===== src/hdl/ptsnap_pkg.sv =====
// ptsnap_pkg: shared widths, register indexes, config types and helpers
// for the periodic tear-line snap block.
// No dependencies.
package ptsnap_pkg;

	localparam int COORD_W    = 24;
	localparam int SNAP_W     = 25;
	localparam int LINE_W     = 16;
	localparam int MAX_LINES  = 4;
	localparam int LSEL_W     = $clog2(MAX_LINES);
	localparam int COUNT_W    = 3;
	localparam int TABLE_W    = LINE_W * MAX_LINES;
	localparam int CFG_IDX_W  = 3;
	localparam int CFG_DATA_W = TABLE_W;
	localparam int DIV_STAGES = COORD_W;

	localparam logic [CFG_IDX_W-1:0] REG_PERIOD_H = 3'd0;
	localparam logic [CFG_IDX_W-1:0] REG_PERIOD_V = 3'd1;
	localparam logic [CFG_IDX_W-1:0] REG_COUNT_H  = 3'd2;
	localparam logic [CFG_IDX_W-1:0] REG_COUNT_V  = 3'd3;
	localparam logic [CFG_IDX_W-1:0] REG_TABLE_H  = 3'd4;
	localparam logic [CFG_IDX_W-1:0] REG_TABLE_V  = 3'd5;

	typedef struct packed {
		logic [LINE_W-1:0]  period_h;
		logic [LINE_W-1:0]  period_v;
		logic [COUNT_W-1:0] count_h;
		logic [COUNT_W-1:0] count_v;
		logic [TABLE_W-1:0] table_h;
		logic [TABLE_W-1:0] table_v;
	} cfg_t;

	typedef struct packed {
		logic [LINE_W-1:0]  period;
		logic [COUNT_W-1:0] count;
		logic [TABLE_W-1:0] lines;
	} axis_cfg_t;

	function automatic axis_cfg_t axis_view(cfg_t cfg, logic axis);
		axis_cfg_t v;
		if (axis) begin
			v.period = cfg.period_v;
			v.count  = cfg.count_v;
			v.lines  = cfg.table_v;
		end else begin
			v.period = cfg.period_h;
			v.count  = cfg.count_h;
			v.lines  = cfg.table_h;
		end
		return v;
	endfunction

	function automatic logic [LINE_W-1:0] line_at(logic [TABLE_W-1:0] lines,
		logic [LSEL_W-1:0] sel);
		return lines[sel*LINE_W +: LINE_W];
	endfunction

	// counts above the table size saturate
	function automatic logic [COUNT_W-1:0] sat_count(logic [COUNT_W-1:0] count);
		logic [COUNT_W-1:0] n;
		n = (count > COUNT_W'(MAX_LINES)) ? COUNT_W'(MAX_LINES) : count;
		return n;
	endfunction

endpackage


===== src/hdl/ptsnap_cfg.sv =====
// ptsnap_cfg: configuration register file, one write port, no read-back.
// Depends on ptsnap_pkg.
module ptsnap_cfg (
	input  logic                                clk,
	input  logic                                arst_n,
	input  logic                                cfg_we,
	input  logic [ptsnap_pkg::CFG_IDX_W-1:0]    cfg_index,
	input  logic [ptsnap_pkg::CFG_DATA_W-1:0]   cfg_data,
	output ptsnap_pkg::cfg_t                    cfg
);

	ptsnap_pkg::cfg_t cfg_q;

	always_ff @(posedge clk or negedge arst_n) begin
		if (!arst_n) begin
			cfg_q.period_h <= ptsnap_pkg::LINE_W'(1);
			cfg_q.period_v <= ptsnap_pkg::LINE_W'(1);
			cfg_q.count_h  <= '0;
			cfg_q.count_v  <= '0;
			cfg_q.table_h  <= '0;
			cfg_q.table_v  <= '0;
		end else if (cfg_we) begin
			unique case (cfg_index)
				ptsnap_pkg::REG_PERIOD_H: cfg_q.period_h <= cfg_data[ptsnap_pkg::LINE_W-1:0];
				ptsnap_pkg::REG_PERIOD_V: cfg_q.period_v <= cfg_data[ptsnap_pkg::LINE_W-1:0];
				ptsnap_pkg::REG_COUNT_H:  cfg_q.count_h  <= cfg_data[ptsnap_pkg::COUNT_W-1:0];
				ptsnap_pkg::REG_COUNT_V:  cfg_q.count_v  <= cfg_data[ptsnap_pkg::COUNT_W-1:0];
				ptsnap_pkg::REG_TABLE_H:  cfg_q.table_h  <= cfg_data;
				ptsnap_pkg::REG_TABLE_V:  cfg_q.table_v  <= cfg_data;
				default: ;
			endcase
		end
	end

	assign cfg = cfg_q;

endmodule


===== src/hdl/ptsnap_div.sv =====
// ptsnap_div: pipelined restoring remainder, one coordinate bit per stage.
// Depends on ptsnap_pkg; period is taken from the live config by axis.
module ptsnap_div (
	input  logic                              clk,
	input  logic                              arst_n,
	input  logic                              adv,
	input  ptsnap_pkg::cfg_t                  cfg,
	input  logic                              in_valid,
	input  logic [ptsnap_pkg::COORD_W-1:0]    coordinate,
	input  logic                              axis,
	output logic                              div_valid,
	output logic [ptsnap_pkg::LINE_W-1:0]     div_rem,
	output logic [ptsnap_pkg::COORD_W-1:0]    div_crd,
	output logic                              div_axis
);

	localparam int N = ptsnap_pkg::DIV_STAGES;
	localparam int W = ptsnap_pkg::LINE_W;

	logic                           vld_s  [N];
	logic [W-1:0]                   rem_s  [N];
	logic [ptsnap_pkg::COORD_W-1:0] crd_s  [N];
	logic                           axis_s [N];

	for (genvar k = 0; k < N; k++) begin : g_stage
		logic                           v_in;
		logic [W-1:0]                   r_in;
		logic [ptsnap_pkg::COORD_W-1:0] c_in;
		logic                           a_in;
		ptsnap_pkg::axis_cfg_t          acfg;
		logic [W:0]                     trial;
		logic [W:0]                     divisor;
		logic [W-1:0]                   r_next;

		if (k == 0) begin : g_first
			assign v_in = in_valid;
			assign r_in = '0;
			assign c_in = coordinate;
			assign a_in = axis;
		end else begin : g_next
			assign v_in = vld_s[k-1];
			assign r_in = rem_s[k-1];
			assign c_in = crd_s[k-1];
			assign a_in = axis_s[k-1];
		end

		assign acfg    = ptsnap_pkg::axis_view(cfg, a_in);
		assign divisor = {1'b0, acfg.period};
		// bring down the next coordinate bit, most significant first
		assign trial   = {r_in, c_in[ptsnap_pkg::COORD_W-1-k]};
		assign r_next  = (trial >= divisor) ? W'(trial - divisor) : W'(trial);

		always_ff @(posedge clk or negedge arst_n) begin
			if (!arst_n) begin
				vld_s[k] <= 1'b0;
			end else if (adv) begin
				vld_s[k] <= v_in;
			end
		end

		always_ff @(posedge clk) begin
			if (adv) begin
				rem_s[k]  <= r_next;
				crd_s[k]  <= c_in;
				axis_s[k] <= a_in;
			end
		end
	end

	assign div_valid = vld_s[N-1];
	assign div_rem   = rem_s[N-1];
	assign div_crd   = crd_s[N-1];
	assign div_axis  = axis_s[N-1];

endmodule


===== src/hdl/ptsnap_pick.sv =====
// ptsnap_pick: locate the remainder among the tear lines, pick the snap
// offset by the midpoint test, and add it to the period base.
// Depends on ptsnap_pkg; three register stages, the last is the output.
module ptsnap_pick (
	input  logic                              clk,
	input  logic                              arst_n,
	input  logic                              adv,
	input  ptsnap_pkg::cfg_t                  cfg,
	input  logic                              div_valid,
	input  logic [ptsnap_pkg::LINE_W-1:0]     div_rem,
	input  logic [ptsnap_pkg::COORD_W-1:0]    div_crd,
	input  logic                              div_axis,
	output logic                              out_valid,
	output logic [ptsnap_pkg::SNAP_W-1:0]     snapped
);

	localparam int W  = ptsnap_pkg::LINE_W;
	localparam int CW = ptsnap_pkg::COUNT_W;
	localparam int SW = ptsnap_pkg::LSEL_W;

	// stage 1: locate
	ptsnap_pkg::axis_cfg_t          acfg1;
	logic [CW-1:0]                  n1;
	logic                           pass1;
	logic [CW-1:0]                  idx1;

	logic                           vld_s1;
	logic                           pass_s1;
	logic [CW-1:0]                  idx_s1;
	logic [W-1:0]                   rem_s1;
	logic [ptsnap_pkg::COORD_W-1:0] base_s1;
	logic                           axis_s1;

	assign acfg1 = ptsnap_pkg::axis_view(cfg, div_axis);
	assign n1    = ptsnap_pkg::sat_count(acfg1.count);
	assign pass1 = (n1 == '0) || (acfg1.period == '0);

	always_comb begin
		idx1 = n1;
		for (int k = ptsnap_pkg::MAX_LINES - 1; k >= 0; k--) begin
			if ((CW'(k) < n1) && (div_rem < ptsnap_pkg::line_at(acfg1.lines, SW'(k))))
				idx1 = CW'(k);
		end
	end

	always_ff @(posedge clk or negedge arst_n) begin
		if (!arst_n) begin
			vld_s1 <= 1'b0;
		end else if (adv) begin
			vld_s1 <= div_valid;
		end
	end

	always_ff @(posedge clk) begin
		if (adv) begin
			pass_s1 <= pass1;
			idx_s1  <= idx1;
			rem_s1  <= div_rem;
			// with no tear lines, or a zero period that makes the remainder meaningless, keep the coordinate whole
			base_s1 <= pass1 ? div_crd : div_crd - ptsnap_pkg::COORD_W'(div_rem);
			axis_s1 <= div_axis;
		end
	end

	// stage 2: midpoint test
	ptsnap_pkg::axis_cfg_t          acfg2;
	logic [CW-1:0]                  n2;
	logic [W-1:0]                   lo2;
	logic [W-1:0]                   hi2;
	logic [W:0]                     sum2;
	logic [W-1:0]                   mid2;
	logic                           last2;
	logic [W-1:0]                   off2;

	logic                           vld_s2;
	logic [W-1:0]                   off_s2;
	logic [ptsnap_pkg::COORD_W-1:0] base_s2;

	assign acfg2 = ptsnap_pkg::axis_view(cfg, axis_s1);
	assign n2    = ptsnap_pkg::sat_count(acfg2.count);
	assign last2 = (idx_s1 == n2);
	assign lo2   = ptsnap_pkg::line_at(acfg2.lines, SW'(idx_s1 - CW'(1)));
	assign hi2   = last2 ? acfg2.period : ptsnap_pkg::line_at(acfg2.lines, idx_s1[SW-1:0]);
	assign sum2  = {1'b0, lo2} + {1'b0, hi2};
	assign mid2  = sum2[W:1];

	always_comb begin
		if (pass_s1) begin
			off2 = '0;
		end else if ((idx_s1 == '0) || (rem_s1 == '0)) begin
			off2 = ptsnap_pkg::line_at(acfg2.lines, '0);
		end else if (last2) begin
			// past the last line the midpoint itself still snaps down
			off2 = (rem_s1 <= mid2) ? lo2 : hi2;
		end else begin
			off2 = (rem_s1 < mid2) ? lo2 : hi2;
		end
	end

	always_ff @(posedge clk or negedge arst_n) begin
		if (!arst_n) begin
			vld_s2 <= 1'b0;
		end else if (adv) begin
			vld_s2 <= vld_s1;
		end
	end

	always_ff @(posedge clk) begin
		if (adv) begin
			off_s2  <= off2;
			base_s2 <= base_s1;
		end
	end

	// stage 3: final add into the output register
	logic                           vld_s3;
	logic [ptsnap_pkg::SNAP_W-1:0]  snap_s3;

	always_ff @(posedge clk or negedge arst_n) begin
		if (!arst_n) begin
			vld_s3 <= 1'b0;
		end else if (adv) begin
			vld_s3 <= vld_s2;
		end
	end

	always_ff @(posedge clk) begin
		if (adv) begin
			snap_s3 <= ptsnap_pkg::SNAP_W'(base_s2) + ptsnap_pkg::SNAP_W'(off_s2);
		end
	end

	assign out_valid = vld_s3;
	assign snapped   = snap_s3;

endmodule


===== src/hdl/periodic_tearline_snap.sv =====
// periodic_tearline_snap: snaps a coordinate to the nearest tear line of a
// periodic grid, one beat in and one beat out per cycle when unstalled.
// Depends on ptsnap_pkg, ptsnap_cfg, ptsnap_div and ptsnap_pick.
//
// One coordinate is taken every cycle while the output is not stalled. Each
// passes through the remainder pipeline, which resolves one coordinate
// bit per stage against the axis period, then through stages that locate the
// remainder among the tear lines, apply the midpoint test and add the period
// base into the output register. The whole pipeline advances together, so a
// stall on the output holds every stage and in_ready follows
// (!out_valid || out_ready). Configuration registers are read live by every
// stage and are to be written only while no beat is in flight.
module periodic_tearline_snap (
	input  logic                              clk,
	input  logic                              arst_n,
	input  logic                              cfg_we,
	input  logic [ptsnap_pkg::CFG_IDX_W-1:0]  cfg_index,
	input  logic [ptsnap_pkg::CFG_DATA_W-1:0] cfg_data,
	input  logic                              in_valid,
	output logic                              in_ready,
	input  logic [ptsnap_pkg::COORD_W-1:0]    coordinate,
	input  logic                              axis,
	output logic                              out_valid,
	input  logic                              out_ready,
	output logic [ptsnap_pkg::SNAP_W-1:0]     snapped
);

	ptsnap_pkg::cfg_t                  cfg;
	logic                              adv;
	logic                              div_valid;
	logic [ptsnap_pkg::LINE_W-1:0]     div_rem;
	logic [ptsnap_pkg::COORD_W-1:0]    div_crd;
	logic                              div_axis;

	// whole pipeline moves when the output register is free or being drained
	assign adv      = !out_valid || out_ready;
	assign in_ready = adv;

	ptsnap_cfg u_cfg (
		.clk       (clk),
		.arst_n    (arst_n),
		.cfg_we    (cfg_we),
		.cfg_index (cfg_index),
		.cfg_data  (cfg_data),
		.cfg       (cfg)
	);

	ptsnap_div u_div (
		.clk        (clk),
		.arst_n     (arst_n),
		.adv        (adv),
		.cfg        (cfg),
		.in_valid   (in_valid),
		.coordinate (coordinate),
		.axis       (axis),
		.div_valid  (div_valid),
		.div_rem    (div_rem),
		.div_crd    (div_crd),
		.div_axis   (div_axis)
	);

	ptsnap_pick u_pick (
		.clk       (clk),
		.arst_n    (arst_n),
		.adv       (adv),
		.cfg       (cfg),
		.div_valid (div_valid),
		.div_rem   (div_rem),
		.div_crd   (div_crd),
		.div_axis  (div_axis),
		.out_valid (out_valid),
		.snapped   (snapped)
	);

endmodule


===== config.mk =====
export PLATFORM = sky130hd
export DESIGN_NAME = periodic_tearline_snap
export DESIGN_NICKNAME = d
export VERILOG_FILES = /design/src/hdl/ptsnap_pkg.sv /design/src/hdl/ptsnap_cfg.sv /design/src/hdl/ptsnap_div.sv /design/src/hdl/ptsnap_pick.sv /design/src/hdl/periodic_tearline_snap.sv
export SDC_FILE = /design/constraint.sdc
export NUM_CORES = 2
export LEC_CHECK = 0
export ABC_CLOCK_PERIOD_IN_PS = 39600
export BUFFER_PORTS_ARGS = -buffer_cell sky130_fd_sc_hd__buf_2
export CAP_MARGIN = 20
export CORE_MARGIN = 5
export CORE_UTILIZATION = 35
export DETAILED_ROUTE_END_ITERATION = 10
export HOLD_SLACK_MARGIN = 0.06
export SLEW_MARGIN = 5
export SYNTH_ARGS = -nofsm -noshare
export SYNTH_HDL_FRONTEND = slang
export SYNTH_SLANG_ARGS = --single-unit

===== constraint.sdc =====
create_clock -name clk -period 39.6 [get_ports clk]
set_clock_uncertainty 0.05 [all_clocks]
set_input_delay 0 -clock clk [delete_from_list [all_inputs] [get_ports clk]]
set_output_delay 0 -clock clk [all_outputs]
set_load 0.01 [all_outputs]

-- Word-level counts from Yosys, hierarchy flattened
Memory sizes are Yosys's and may differ from the RTL's.
Index checks and enable logic that the tools add are counted.
- add/subtract/negate cells: 28
- $mul: 0
- div/mod/pow operators: 0
- order comparisons: 36
- eq/ne operators: 6
- shift-type cells: 2
- multiplexer cells: 63
- bitwise logic cells: 0
- reduce and logical (&&, ||, !) cells: 21
- operators with widths (cell ; count):
    $mux 83 ; 26
    $mux 16 ; 29
    $ge 17x16->1 ; 23
    $sub 16x16->16 ; 23
    $shiftx 64x7->16 ; 2
    $lt 16x16->1 ; 5
    $logic_not 16->1 ; 2
    $add 24x16->25 ; 1
    $mux 24 ; 1
    $sub 24x16->24 ; 1
    $add 16x16->17 ; 1
    $ge 1x16->1 ; 1
    $le 16x16->1 ; 1
    $sub 1x16->16 ; 1
    $reduce_and 2->1 ; 6
    $logic_not 3->1 ; 3
    $eq 3x2->1 const B ; 2
    $eq 3x3->1 const B ; 2
    $gt 3x3->1 const B ; 2
    $lt 1x3->1 const A ; 2
    $lt 2x3->1 const A ; 2
    $mux 3 ; 2
    $logic_and 1x1->1 ; 4
    $mux 2 ; 2
    other kinds (8) ; 12
- register bits: 303
- latch bits: 0
- RAM bits: 984
- ROM bits: 0
- input port bits: 97
- output and inout bits: 27
- word-level logic and storage cells: 202
- memories kept: 3
- memories (memory ; depth ; width ; rd ports ; clocked after memory_dff ; write ports ; line ; text):
    u_div.crd_s ; 24 ; 24 ; 24 ; 0 ; 24 ; ptsnap_div.sv:22 ; logic [ptsnap_pkg::COORD_W-1:0] crd_s [N];
    u_div.rem_s ; 24 ; 16 ; 24 ; 0 ; 24 ; ptsnap_div.sv:21 ; logic [W-1:0] rem_s [N];
    u_div.axis_s ; 24 ; 1 ; 24 ; 0 ; 24 ; ptsnap_div.sv:23 ; logic axis_s [N];

-- Longest topological paths before layout
- depth in word-level cells: 10
- depth in mapped cells: 30

-- Cells and area by module
A second synthesis with hierarchy kept.
- cells, all modules: 5938
- area, all modules: 74545.2 um^2
- modules (own cells, without submodules) (module ; instances ; cells an instance ; area each (um^2) ; sequential area each (um^2)):
    ptsnap_div ; 1 ; 4497 ; 57118.5 ; 30148.9
    ptsnap_pick ; 1 ; 1085 ; 11136.9 ; 3378.2
    ptsnap_cfg ; 1 ; 355 ; 6283.5 ; 4156.5
    periodic_tearline_snap ; 1 ; 1 ; 6.3 ; 0.0

-- Least setup slack after synthesis
OpenSTA, ideal clock, no wires.
- path kind: reg2reg
- start point: register u_pick.vld_s3, in the netlist u_pick.out_valid
- end point: register u_div.vld_s (netlist bit u_div.div_valid)
- data arrival time: 34304 ps
- required time: 39358 ps
- path slack: 5054 ps
- stages on the path, launching flop included: 5
- path buffers: 2
- path through: dfrtp_1 -> nand2b_1 -> clkbuf_1 -> buf_1 -> mux2_2
- word-level cells in the longest chain between the ends: 2
- RTL lines (item ; line ; text):
    start, declared ; ptsnap_pick.sv:116 ; logic vld_s3;
    start signal, assigned ; ptsnap_pick.sv:123 ; vld_s3 <= vld_s2;
    $logic_not 1->1 ; periodic_tearline_snap.sv:36 ; assign adv = !out_valid || out_ready;
    $logic_or 1x1->1 ; periodic_tearline_snap.sv:36 ;
    net in_ready ; periodic_tearline_snap.sv:20 ; output logic in_ready,
    end signal, assigned by index ; ptsnap_div.sv:57 ; vld_s[k] <= v_in;
    end, declared ; ptsnap_div.sv:20 ; logic vld_s [N];
The timed path passes the listed nets, and every way through them passes these cells.
A chain may end at the register's enable or synchronous reset.

-- Worst setup path after layout
- start point: register u_pick.idx_s1[0]
- end point: register u_pick.off_s2[12] (data pin)
- word-level cells in the longest chain between the ends: 7
- elaborated cells between the ends (all ways): 14
- RTL lines (item ; line ; text):
    start, declared ; ptsnap_pick.sv:29 ; logic [CW-1:0] idx_s1;
    start signal, assigned ; ptsnap_pick.sv:57 ; idx_s1 <= idx1;
    $sub 2x1->2, or another cell as far along ; ptsnap_pick.sv:82 ; assign lo2 = ptsnap_pkg::line_at(acfg2.lines, SW'(idx_s1 - CW'(1)));
    $shiftx 64x7->16 or $mux 16 (tied branches) ; ptsnap_pkg.sv:55, ptsnap_pick.sv:83 ;
    $add 16x16->17 ; ptsnap_pick.sv:84 ; assign sum2 = {1'b0, lo2} + {1'b0, hi2};
    $lt 16x16->1 or $le 16x16->1 (tied branches) ; ptsnap_pick.sv:96, ptsnap_pick.sv:94 ;
    $mux 16, on equally long branches ; ptsnap_pick.sv:96, ptsnap_pick.sv:94 ;
    $mux 16 ; ptsnap_pick.sv:92 ; end else if (last2) begin
    $mux 16 (*) ; ptsnap_pick.sv:90 ; end else if ((idx_s1 == '0) || (rem_s1 == '0)) begin
    end signal, assigned ; ptsnap_pick.sv:110 ; off_s2 <= off2;
    end, declared ; ptsnap_pick.sv:76 ; logic [W-1:0] off_s2;
Mark *: on every way between the ends. The rest lies on a longest branch, timed or not.

==> impl_metrics.tcl <==
set metrics [dict create \
    grt_max_degree 84 \
    port_buffers 123 \
    fill_cells 19009 \
    tritoncts "built" \
    ys_ff_latch 1287 \
    clock_tree.root_cell "clkbuf_16" \
    place_area_sq_um 75200 \
    final_cell_area_sq_um 81900 \
    setup.worst_path.start "u_pick.idx_s1[0]$_SDFFCE_PP0P_" \
    die_y_um 462 \
    die-width_um 462 \
    worstSetupPathType "flop to flop" \
    cts_setup_buffers 0 \
    endpoint_kind "flop" \
    die_area_sq_um 214000 \
    antenna_found_initial 14 \
    insertion_delay_ns 0.79 \
    worstMarginPinSlew_ns 1.17 \
    place_ws_ns 32.95 \
    yosysTopAreaCellShare_pct 45.9 \
    yosysSeqAreaShare_pct 52.7 \
    setup_slack_ns 32.95 \
    synthSimpleGateAreaFrac_pct 7.66 \
    hold_violations 0 \
    cp.required_ns 40.05 \
    hold_path.startpoint "cfg_data[13]" \
    wl_per_cell_um 21.0 \
    core_area_sq_um 204000 \
    cts_buffers 148 \
    cts.sinks 1287 \
    synth_largest_area_cell "edfxtp_1" \
    drcViolationCount 0 \
    ys_dominant_reg_cell "edfxtp_1" \
    vias 46718 \
    synth.avg_cell_area_sq_um 12.4 \
    viasPerCell 5.26 \
    grt_usage_pct 17.2 \
    h-tree-depth 4 \
    slew_viol_final 0 \
    worstSetupStartpointType "flop" \
    whs_ns 0.125 \
    fin_crit_ns 6.65 \
    setup_viol 0 \
    relSlewSlack_pct 22.1 \
    synthMuxAreaShare_pct 14.8 \
    arrival_ns 7.10 \
    hp-class "input port to flop" \
    dr.pass1.iters 6 \
    synth.top_cells.by_area "edfxtp_1 46%, ha_1 8.6%, mux2i_1 7.2%, mux2_2 6.8%, dfrtp_1 6.7%" \
    fin_tns_setup_ns 0 \
    cp_max_fo 50 \
    nets 6674 \
    syn_nets 6388 \
    grt_overflow_total 0 \
    wirelength_um 186000 \
    outcome "complete, no violations" \
    grt_pass1_vias 46951 \
    row_count 166 \
    ant_nets 0 \
    gp_congestion 0.885 \
    drtIter0Drc 3599 \
    synthCells 5772 \
    synth_xor_area_share_pct 3.72 \
    max_freq_mhz 150 \
    synth_compound_area_share_pct 9.39 \
    worstReg2RegStart "u_pick.idx_s1[0]$_SDFFCE_PP0P_" \
    path_clk_slew_ns 0.06 \
    cts-resized-gates 0 \
    start_util_pct 35.1 \
    synthArstFlopShare_pct 15.0 \
    hpwlAfterDp_um 123000 \
    grt_setup_unrepaired "no" \
    grt_pass1_wl_um 284000 \
    synth-edff-count 1094 \
    boundaryPins 124 \
    synth_top_family_by_area "multiplexers" \
    synth_area_sq_um 71500 \
    synth-adder-area-share_pct 9.35 \
    ys_types 74 \
    period_share_pct 16.8 \
    drv_cap 0 \
    yosysWarnings 0 \
    clockBufferDepth 3 \
    drive_gt1_share_pct 15.7 \
    areaGrowthSynthToFinish_pct 14.5 \
]
cell usage in the layout (no fill, tap or decap), types with 23 or more instances in the layout:
master            n
inv_1           202
clkbuf_16       150
xnor2_1         177
buf_4            76
nor3_1          111
clkinv_2         23
a31oi_1          40
mux2_2          434
buf_2           122
a31o_2           24
nand4_1          80
o21a_1           74
and3_1           34
o21ai_0         208
nand2_1         275
nand3_1          58
a21o_1          141
a211oi_1         47
mux2i_1         513
a21boi_0         28
fa_1             26
ha_1            493
dfrtp_1         170
clkinv_1         31
or2_2            29
xor2_1          127
edfxtp_1       1094
clkbuf_1         27
nand2b_1         57
nor2b_1          81
nor4_1           26
dlygate4sd3_1   184
a21oi_1         380
nor2_1          360
state kept, by name, indices dropped and copies added, names as in the netlist:
signal and count:
u_pick.snapped 25, u_pick.off_s2 16, u_pick.base_s2 24, u_div.g_stage.v_in 23
u_pick.rem_s1 16, u_pick.idx_s1 3, u_pick.out_valid 1, u_div.rem_s 384
u_pick.base_s1 24, u_pick.vld_s2 1, u_pick.axis_s1 1, u_div.axis_s 24
u_cfg.cfg 166, u_pick.pass_s1 1, u_div.div_valid 1, u_div.crd_s 576
u_pick.vld_s1 1
Yosys cell counts (9+ instances only):
| master | n |
|---|---|
| a21boi_0 | 28 |
| or3_1 | 16 |
| buf_1 | 34 |
| xor2_1 | 127 |
| a31o_2 | 24 |
| nand2_1 | 275 |
| mux4_2 | 21 |
| buf_2 | 22 |
| o21bai_1 | 17 |
| and3_1 | 34 |
| xnor2_1 | 177 |
| and2_1 | 11 |
| nor2_1 | 360 |
| clkbuf_1 | 191 |
| o31ai_1 | 10 |
| a21oi_1 | 380 |
| o211a_1 | 10 |
| o31a_1 | 11 |
| a211oi_1 | 47 |
| nand3_1 | 58 |
| mux2_2 | 434 |
| inv_1 | 202 |
| o21ai_1 | 10 |
| a31oi_1 | 40 |
| nor4_1 | 26 |
| nand4_1 | 80 |
| o21a_1 | 74 |
| nand2b_1 | 58 |
| a311oi_1 | 11 |
| a22o_1 | 9 |
| nor3_1 | 113 |
| o21ai_0 | 208 |
| a2111oi_0 | 13 |
| fa_1 | 26 |
| edfxtp_1 | 1094 |
| nor2b_1 | 81 |
| a311o_1 | 10 |
| or2_2 | 29 |
| ha_1 | 493 |
| mux2i_1 | 513 |
| dfrtp_1 | 191 |
| a21o_1 | 141 |
final timing paths:
check | to | slack [ns] | cells after the start
worst max-delay path | u_pick.off_s2[12]$_SDFFCE_PP0P_ | 32.95 | 26
worst min-delay path | u_cfg.cfg[13]$_DFFE_PN0P_ | 0.12 | 3
worst max register to register | u_pick.off_s2[12]$_SDFFCE_PP0P_ | 32.95 | 26
worst min register to register | u_div.crd_s[1][166]$_DFFE_PP_ | 0.36 | 0
max in group asynchronous | u_cfg.cfg[142]$_DFFE_PN0P_ | 38.13 | 4
min in group asynchronous | u_cfg.cfg[150]$_DFFE_PN1P_ | 0.39 | 3
final cells by class:
type,instances,area (sq um),share of cell area [%]
Timing Repair Buffer,385,3090,3.77
Sequential cell,1287,37700,46.0
Tap cell,2688,3360,4.11
Antenna cell,11,27.5,0.0336
Multi-Input combinational cell,4031,32200,39.2
Clock inverter,88,878,1.07
Inverter,205,769,0.939
Clock buffer,183,3940,4.81
worst max-delay path: stages (launching register included):
cell      delay (ns)
edfxtp_1        0.32
buf_4           0.50
inv_1           0.08
buf_4           0.25
ha_1            0.31
buf_4           0.40
mux4_2          0.37
mux2_2          0.29
ha_1            0.35
a21o_1          0.20
a21o_1          0.19
a21oi_1         0.19
inv_1           0.06
a21oi_1         0.21
nor2_1          0.07
a211oi_1        0.29
o31ai_1         0.12
a21oi_1         0.19
xor2_1          0.11
ha_1            0.30
nand4_1         0.12
o21ai_0         0.37
o21ai_0         0.18
a21oi_2         0.12
buf_4           0.33
mux2i_1         0.24
a211oi_1        0.09
layer usage:
metal,routed length (um),global-route usage [%]
met5,27,0
met4,5930,5.59
met2,85900,28.3
met3,9800,2.71
met1,84700,23.2
cells by family (layout without fill, tap and decap cells):
kind of cell,Yosys count,after routing
buf+inv,454,861
other cells,0,11
xor+xnor,304,304
flops,1287,1287
mux,973,973
simple gates,1159,1159
compound gates,1076,1076
fa+ha+maj,519,519
per-stage QoR:
stage	std cells	util, %
CTS	8866	40.1
floorplan	5772	-
finish	8878	40.2
global placement	8410	36.9
detailed placement	8410	36.9
global route	8874	40.2
what timing repair did:
action | 4_1_cts | 5_1_grt
setup endpoints to repair | 0 | 0
endpoints found under the hold margin | 382 | 0
hold buffers | 185 | 0
Power is left out: the tool's default activity adds up to more than one toggle a clock period on the data nets, which glitch-free logic cannot reach.
